### config.mk
export PLATFORM = sky130hd
export DESIGN_NAME = pms_ctrl
export DESIGN_NICKNAME = d
export VERILOG_FILES = /design/src/rtl/core/pms_pkg.sv /design/src/rtl/core/pms_ctrl.sv
export SDC_FILE = /design/constraint.sdc
export NUM_CORES = 1
export LEC_CHECK = 0
export ABC_CLOCK_PERIOD_IN_PS = 3540
export BUFFER_PORTS_ARGS = -buffer_cell sky130_fd_sc_hd__buf_2
export CAP_MARGIN = 0
export CORE_MARGIN = 2
export CORE_UTILIZATION = 30
export DETAILED_ROUTE_END_ITERATION = 10
export REMOVE_ABC_BUFFERS = 1
export SYNTH_ARGS = -nofsm -noshare
export SYNTH_HDL_FRONTEND = slang
export SYNTH_SLANG_ARGS = --single-unit
### constraint.sdc
create_clock -name clk -period 3.54 [get_ports clk]
set_input_delay 0.354 -clock clk [delete_from_list [all_inputs] [get_ports clk]]
set_output_delay 0.354 -clock clk [all_outputs]
set_load 0.01 [all_outputs]
### src/rtl/core/pms_pkg.sv
// ----------------------------------------------------------------------------
// Potts sampler package
// Shared constants, operation codes and controller/datapath command types.
// ----------------------------------------------------------------------------
`default_nettype none

package pms_pkg;

	localparam int unsigned MaxSitesDefault  = 16;
	localparam int unsigned MaxStatesDefault = 8;
	localparam int unsigned ValueW   = 24;
	localparam int unsigned DeltaW   = 32;
	localparam int unsigned UniformW = 16;

	localparam logic [2:0] OP_LOAD_FIELD    = 3'd0;
	localparam logic [2:0] OP_LOAD_COUPLING = 3'd1;
	localparam logic [2:0] OP_LOAD_SPIN     = 3'd2;
	localparam logic [2:0] OP_READ_SPIN     = 3'd3;
	localparam logic [2:0] OP_TRIAL         = 3'd4;

	localparam logic REG_SITES  = 1'b0;
	localparam logic REG_STATES = 1'b1;

	localparam logic [2:0] CP_CLEAR  = 3'd0;
	localparam logic [2:0] CP_FIELD  = 3'd1;
	localparam logic [2:0] CP_COUPLE = 3'd2;
	localparam logic [2:0] CP_SAT    = 3'd3;
	localparam logic [2:0] CP_EXP    = 3'd4;
	localparam logic [2:0] CP_NONE   = 3'd5;

	typedef struct packed {
		logic       capture;
		logic       rd_field;
		logic       rd_old;
		logic       rd_coup;
		logic       site_step;
		logic [2:0] acc_op;
		logic       exp_start;
		logic       write_back;
		logic       finish;
	} cmd_t;

	typedef struct packed {
		logic bad;
		logic is_trial;
		logic is_load;
		logic last_site;
		logic exp_done;
	} status_t;

	// Reciprocals floor(2^32/k) for the Taylor division, k = 1..10.
	function automatic logic [32:0] recip(input logic [3:0] k);
		logic [32:0] r;
		begin
			case (k)
				4'd1:    r = 33'd4294967296;
				4'd2:    r = 33'd2147483648;
				4'd3:    r = 33'd1431655765;
				4'd4:    r = 33'd1073741824;
				4'd5:    r = 33'd858993459;
				4'd6:    r = 33'd715827882;
				4'd7:    r = 33'd613566756;
				4'd8:    r = 33'd536870912;
				4'd9:    r = 33'd477218588;
				default: r = 33'd429496729;
			endcase
			return r;
		end
	endfunction

endpackage

`default_nettype wire

### src/rtl/core/pms_ctrl.sv
// ----------------------------------------------------------------------------
// Potts sampler controller
// Sequences loads, reads and trial scans over the datapath.
// ----------------------------------------------------------------------------
`default_nettype none

module pms_ctrl (
	input  wire logic              clk,
	input  wire logic              arst_n,
	input  wire logic              start,
	output logic                   busy,
	output logic                   done,
	output pms_pkg::cmd_t          cmd,
	input  wire pms_pkg::status_t  sts
);
	import pms_pkg::*;

	typedef enum logic [3:0] {
		C_IDLE, C_DECODE, C_OLD, C_F0, C_F1, C_F2, C_SCAN, C_DRAIN1, C_DRAIN2,
		C_SAT, C_EXPGO, C_EXPWAIT, C_APPLY, C_FINISH, C_DONE
	} cstate_t;

	cstate_t state_q;

	always_comb begin
		cmd = '0;
		cmd.acc_op = CP_NONE;
		unique case (state_q)
			C_IDLE:    cmd.capture = start;
			C_DECODE:  cmd.write_back = sts.is_load;
			C_OLD:     begin cmd.rd_old = 1'b1; cmd.acc_op = CP_CLEAR; end
			C_F0:      cmd.rd_field = 1'b1;
			C_F1:      begin cmd.rd_field = 1'b1; cmd.acc_op = CP_FIELD; end
			C_F2:      cmd.acc_op = CP_FIELD;
			C_SCAN:    begin cmd.rd_coup = 1'b1; cmd.site_step = 1'b1;
			           cmd.acc_op = CP_COUPLE; end
			C_DRAIN1:  cmd.acc_op = CP_COUPLE;
			C_DRAIN2:  cmd.acc_op = CP_COUPLE;
			C_SAT:     cmd.acc_op = CP_SAT;
			C_EXPGO:   cmd.exp_start = 1'b1;
			C_APPLY:   cmd.acc_op = CP_EXP;
			C_FINISH:  cmd.finish = 1'b1;
			default:   ;
		endcase
	end

	always_ff @(posedge clk or negedge arst_n) begin
		if (!arst_n) begin
			state_q <= C_IDLE;
			busy    <= 1'b0;
			done    <= 1'b0;
		end else begin
			done <= 1'b0;
			unique case (state_q)
				C_IDLE:   if (start) begin state_q <= C_DECODE; busy <= 1'b1; end
				C_DECODE: state_q <= (sts.is_trial && !sts.bad) ? C_OLD : C_FINISH;
				C_OLD:    state_q <= C_F0;
				C_F0:     state_q <= C_F1;
				C_F1:     state_q <= C_F2;
				C_F2:     state_q <= C_SCAN;
				C_SCAN:   if (sts.last_site) state_q <= C_DRAIN1;
				C_DRAIN1: state_q <= C_DRAIN2;
				C_DRAIN2: state_q <= C_SAT;
				C_SAT:    state_q <= C_EXPGO;
				C_EXPGO:  state_q <= C_EXPWAIT;
				C_EXPWAIT: if (sts.exp_done) state_q <= C_APPLY;
				C_APPLY:  state_q <= C_FINISH;
				C_FINISH: begin state_q <= C_DONE; end
				default:  begin state_q <= C_IDLE; busy <= 1'b0; done <= 1'b1; end
			endcase
		end
	end

endmodule

`default_nettype wire

# --- Word-level counts from Yosys, hierarchy flattened ---
# Index checks and enable logic that the tools add are counted.
totals:
  reg_bits: 6
  output_inout_bits: 13
  input_bits: 8
  word_cells: 46
op_classes:
  eq_ne: 16
  n_mux: 16
  n_reduce_logical: 10
  bitwise: 1
ops:
  columns: ["operator", "count"]
  rows:
  - ["one-hot mux 4 bit (14 select lines)", 1]
  - ["== test 4 bit (second input constant)", 6]
  - ["== test 4 x 3 -> 1 bit (second input constant)", 4]
  - ["two-way mux 4 bit", 4]
  - ["one-hot mux 3 bit (5 select lines)", 1]
  - ["OR reduction 14 bit", 1]
  - ["OR reduction 13 bit", 1]
  - ["== test 4 x 2 -> 1 bit (second input constant)", 2]
  - ["two-way mux 1 bit", 8]
  - ["!= test 2 bit (second input constant)", 3]
  - ["== test 4 x 1 -> 1 bit (second input constant)", 1]
  - ["logical NOT 4 bit", 1]
  - ["OR reduction 2 bit", 2]
  - ["AND reduction 3 bit", 1]
  - ["OR reduction 3 bit", 1]
  - ["two-way mux 2 bit", 1]
  - ["one-hot mux 1 bit (2 select lines)", 1]
  - ["AND reduction 2 bit", 1]
  - ["logical AND 1 bit", 1]
  - ["logical NOT 1 bit", 1]
  - ["NOT 1 bit", 1]

# --- Longest topological paths before layout ---
depth:
  word_depth: 4
  ltp_mapped: 5
  depth_no_buf: 3

# --- Worst setup path after synthesis ---
# No wires, ideal clock.
synth_timing:
  path_kind: "register to output"
  start: "register state_q[3]"
  end: "output port cmd[7] (netlist bit)"
  n_path_buf: 3
  slack_ps: 1927
  arrival_time_ps: 1259
  path_stages_with_launch: 5
  t_required_ps: 3186
  path_cell_list: "dfrtp_1 buf_2 buf_2 nor3_1 buf_4"
synth_rtl:
  columns: ["element", "line_no", "text"]
  rows:
  - ["start: declaration", "pms_ctrl.sv:23", "cstate_t state_q;"]
  - ["start signal: assignment", "pms_ctrl.sv:56", "C_DECODE: state_q <= (sts.is_trial && !sts.bad) ? C_OLD : C_FINISH;"]
  - ["end: declaration", "pms_ctrl.sv:13", "output pms_pkg::cmd_t cmd,"]

==> report_table.html <==
<table>
<tr><th>Metric</th><th>Value</th></tr>
<tr><th colspan="2">Run status</th></tr>
<tr><td>Outcome</td><td>completed</td></tr>
<tr><th colspan="2">Pwr</th></tr>
<tr><td>Standby leakage power</td><td>0.294 nW</td></tr>
<tr><td>Worst IR drop on VDD</td><td>0.349 mV</td></tr>
<tr><td>Power density relative to cell area</td><td>955 nW/um^2</td></tr>
<tr><th colspan="2">GRT</th></tr>
<tr><td>Sum of overflow across all layers after global routing</td><td>0</td></tr>
<tr><td>Initial antenna violation count</td><td>0</td></tr>
<tr><td>Largest net degree at the start of global routing</td><td>22</td></tr>
<tr><td>Overall routing resource usage</td><td>13.1%</td></tr>
<tr><td>Vias in the first global route</td><td>431</td></tr>
<tr><td>First-pass GRT wire length</td><td>1.82 mm</td></tr>
<tr><th colspan="2">Drt</th></tr>
<tr><td>Routed Antenna Nets</td><td>0</td></tr>
<tr><td>Number of DRC markers in iteration 0</td><td>3</td></tr>
<tr><td>DR pass1 iterations</td><td>2</td></tr>
<tr><td>Wire length reported by the detailed router</td><td>1.06 mm</td></tr>
<tr><td>Mean routed wirelength per cell</td><td>11.9 um</td></tr>
<tr><td>Residual DRC count</td><td>0</td></tr>
<tr><td>Avg Vias per Cell</td><td>5.35</td></tr>
<tr><td>Via count</td><td>476</td></tr>
<tr><th colspan="2">Clock network</th></tr>
<tr><td>Clock edge transition at the registers on the reported setup and hold paths</td><td>40 ps</td></tr>
<tr><td>Clock latency on the worst-skew pair</td><td>250 ps</td></tr>
<tr><td>Clock tree sinks</td><td>6</td></tr>
<tr><td>Clock tree root driver cell</td><td>clkbuf_4</td></tr>
<tr><td>Number of clock buffers inserted by TritonCTS</td><td>3</td></tr>
<tr><td>Number of H-tree levels</td><td>1</td></tr>
<tr><td>Clock tree from TritonCTS</td><td>built</td></tr>
<tr><td>Number of cells upsized or downsized after cts</td><td>0</td></tr>
<tr><td>Maximum root-to-sink buffer count</td><td>2</td></tr>
<tr><th colspan="2">Die</th></tr>
<tr><td>Die Footprint</td><td>1950 sq um</td></tr>
<tr><td>Starting density of the core</td><td>32.1%</td></tr>
<tr><td>Core region area</td><td>1510 sq um</td></tr>
<tr><td>I/O pins</td><td>21</td></tr>
<tr><td>Floorplan die width</td><td>44.1 um</td></tr>
<tr><td>Placement row count</td><td>14</td></tr>
<tr><td>Vertical die dimension</td><td>44.1 um</td></tr>
<tr><th colspan="2">Timing</th></tr>
<tr><td>Slew at the pin closest to its max-slew limit</td><td>593 ps</td></tr>
<tr><td>Post-layout min period</td><td>2020 ps</td></tr>
<tr><td>Highest achievable clock rate</td><td>495 MHz</td></tr>
<tr><td>Count of final max-slew check failures</td><td>0</td></tr>
<tr><td>Final worst clock skew</td><td>2.73 ps</td></tr>
<tr><td>Crit share post-route</td><td>57.1%</td></tr>
<tr><td>Final setup fails</td><td>0</td></tr>
<tr><td>Setup repair after global routing missed its margin</td><td>false</td></tr>
<tr><td>Final Hold Fails</td><td>0</td></tr>
<tr><td>Sum Neg Setup Slack</td><td>0 ps</td></tr>
<tr><td>Slew HR</td><td>60.5%</td></tr>
<tr><th colspan="2">Synthesis</th></tr>
<tr><td>Flip-flop cell with the highest count after synthesis</td><td>dfrtp_1</td></tr>
<tr><td>Multiplexer area fraction after synthesis</td><td>0%</td></tr>
<tr><td>Share of the synthesized area in the top cell type</td><td>31.1%</td></tr>
<tr><td>Cell taking the most area after synthesis</td><td>dfrtp_1</td></tr>
<tr><td>Dominant combinational cell family by area after synthesis</td><td>simple AND/OR/NAND/NOR gates</td></tr>
<tr><td>FF+latch count, synth</td><td>6</td></tr>
<tr><td>Post-synth EDFFs</td><td>0</td></tr>
<tr><td>Synth Area in Adders</td><td>0%</td></tr>
<tr><td>Synth Cell Area</td><td>483 sq um</td></tr>
<tr><td>Area share of and/or/nand/nor cells after synthesis</td><td>29.3%</td></tr>
<tr><td>XOR/XNOR Fraction of Synth Area</td><td>1.81%</td></tr>
<tr><td>Average cell area after synthesis</td><td>8.62 sq um</td></tr>
<tr><td>Compound-Gate Fraction of Synth Area</td><td>27.5%</td></tr>
<tr><td>Proportion of synthesized chip area in sequential cells</td><td>31.1%</td></tr>
<tr><td>Largest cells by area after synthesis</td><td>dfrtp_1, a21oi_1, buf_2</td></tr>
<tr><td>Gate count after technology mapping</td><td>56</td></tr>
<tr><td>Post-synth ARST share</td><td>100%</td></tr>
<tr><td>Synth unique cells</td><td>31</td></tr>
<tr><td>Synthesis warning total</td><td>0</td></tr>
<tr><th colspan="2">Worst setup path</th></tr>
<tr><td>Worst endpoint required time</td><td>3190 ps</td></tr>
<tr><td>R2r startpoint</td><td>state_q[3]</td></tr>
<tr><td>Startpoint Class</td><td>flop</td></tr>
<tr><td>Nature of the critical path endpoint</td><td>output port</td></tr>
<tr><td>Cell depth of the worst flop-to-flop path</td><td>3</td></tr>
<tr><td>RR Endpoint</td><td>state_q[0]</td></tr>
<tr><td>CP peak stage delay</td><td>590 ps</td></tr>
<tr><td>CP arrival</td><td>1670 ps</td></tr>
<tr><td>Critical-path top delay cell</td><td>dfrtp_1</td></tr>
<tr><td>Kind of critical path</td><td>flop to output port</td></tr>
<tr><td>Crit-path max FO</td><td>21</td></tr>
<tr><td>Worst R2R Setup Slack</td><td>1980 ps</td></tr>
<tr><td>Ordered list of cells on the worst path</td><td>or3_4 &gt; nor3b_4 &gt; buf_2</td></tr>
<tr><th colspan="2">Layout</th></tr>
<tr><td>Area of the multi-input gates</td><td>283 sq um</td></tr>
<tr><td>Area growth, synth to finish</td><td>22.8%</td></tr>
<tr><td>Commonest cells after routing, fill and taps aside</td><td>buf_2, dfrtp_1, nor2_1, a21oi_1</td></tr>
<tr><td>Number of non-filler instances in the completed layout</td><td>89</td></tr>
<tr><td>Commonest non-fill, non-tap cell in the layout</td><td>buf_2</td></tr>
<tr><td>Fraction of the core area covered by cells at the end of the flow</td><td>39.4%</td></tr>
<tr><td>Filler cell count in the final layout</td><td>171</td></tr>
<tr><td>Number of inserted diodes</td><td>0</td></tr>
<tr><td>Share of layout cells above drive strength 1</td><td>35.6%</td></tr>
<tr><td>Final #Nets</td><td>83</td></tr>
<tr><td>Area occupied by registers</td><td>150 sq um</td></tr>
<tr><th colspan="2">Worst hold path</th></tr>
<tr><td>Hold Path Class</td><td>primary input to flop</td></tr>
<tr><td>Hold Path Cell Cnt</td><td>4</td></tr>
<tr><td>Worst Hold Launch</td><td>sts[0]</td></tr>
<tr><td>WHS Endpoint</td><td>state_q[0]</td></tr>
<tr><th colspan="2">Placement</th></tr>
<tr><td>Number of port buffers</td><td>20</td></tr>
<tr><td>Cell Count Post-Placement</td><td>85</td></tr>
<tr><td>Final weighted congestion of routability-driven global placement</td><td>0.739</td></tr>
<tr><td>Estimated wirelength of the detail-placed design</td><td>744 um</td></tr>
<tr><th colspan="2">Run</th></tr>
<tr><td>Max-cap violations</td><td>0</td></tr>
</table>
[how the worst max path moves through the flow]
stage,start,endpoint,cells past startpoint
finish,state_q[3],cmd[10],3
global route,state_q[3],cmd[10],3
CTS,state_q[3],cmd[10],3
detailed placement,state_q[3],cmd[10],3
global placement,state_q[3],cmd[10],3
floorplan,state_q[1],cmd[6],2
[cell usage after synthesis (2+ instances only)]
cell type,number
dfrtp_1,6
nand3_1,2
nand2_1,3
buf_2,4
nor2_1,4
nand2b_1,3
o21a_1,2
a21oi_1,4
a22o_1,2
o31ai_1,2
nor3_1,3
inv_1,2
[final cells by class]
class / count / share of cell area, %
Tap cell: 16 / 3.38
Sequential cell: 6 / 25.3
Inverter: 2 / 1.27
Clock buffer: 3 / 3.80
Timing Repair Buffer: 21 / 18.6
Multi-Input combinational cell: 41 / 47.7
[logic make-up after synthesis]
| family | after synthesis |
|---|---|
| flops | 6 |
| buf+inv | 9 |
| compound gates | 18 |
| simple gates | 22 |
| xor+xnor | 1 |
[stage by stage]
step	instance area, sq um	hold WS, ps	total power (W)	setup WS, ps
2_1_floorplan	440	58.4	0.000400	1970
3_3_place_gp	561	183	0.000501	1800
3_5_place_dp	561	185	0.000505	1780
4_1_cts	593	406	0.000571	1520
5_1_grt	593	428	0.000623	1420
6_report	593	413	0.000567	1520
[state kept, by name (all words and copies together) (netlist names)]
| name | flops |
|---|---|
| busy | 1 |
| state_q | 4 |
| done | 1 |
[report_power, final]
group	internal (W)	total (W)	switching (W)
logic	0.000163	0.000297	0.000134
registers	0.000101	0.000205	0.000104
clock network	0.0000384	0.0000645	0.0000261
total	0.000302	0.000567	0.000265
[worst max-delay path, delay by kind of cell, from the launching register on]
| family | cells | cell delay [ps] |
|---|---|---|
| and+or+nand+nor | 2 | 680 |
| DFF | 1 | 590 |
| buffers and inverters | 1 | 150 |
[metal layers]
layer,track usage [%],vias to the layer above,part of all wire (%),routed length [um]
li1,-,239,-,-
met1,15.3,222,44,469
met2,20.0,11,47,502
met3,5.71,4,6.2,66
met4,7.27,0,2.0,21
met5,0,-,0,0
[repair_timing]
action,CTS,global route
hold buffers,1,0
setup buffers,0,0
hold endpoints to repair,6,0
Note: power is estimated with default switching activity, not from simulation.
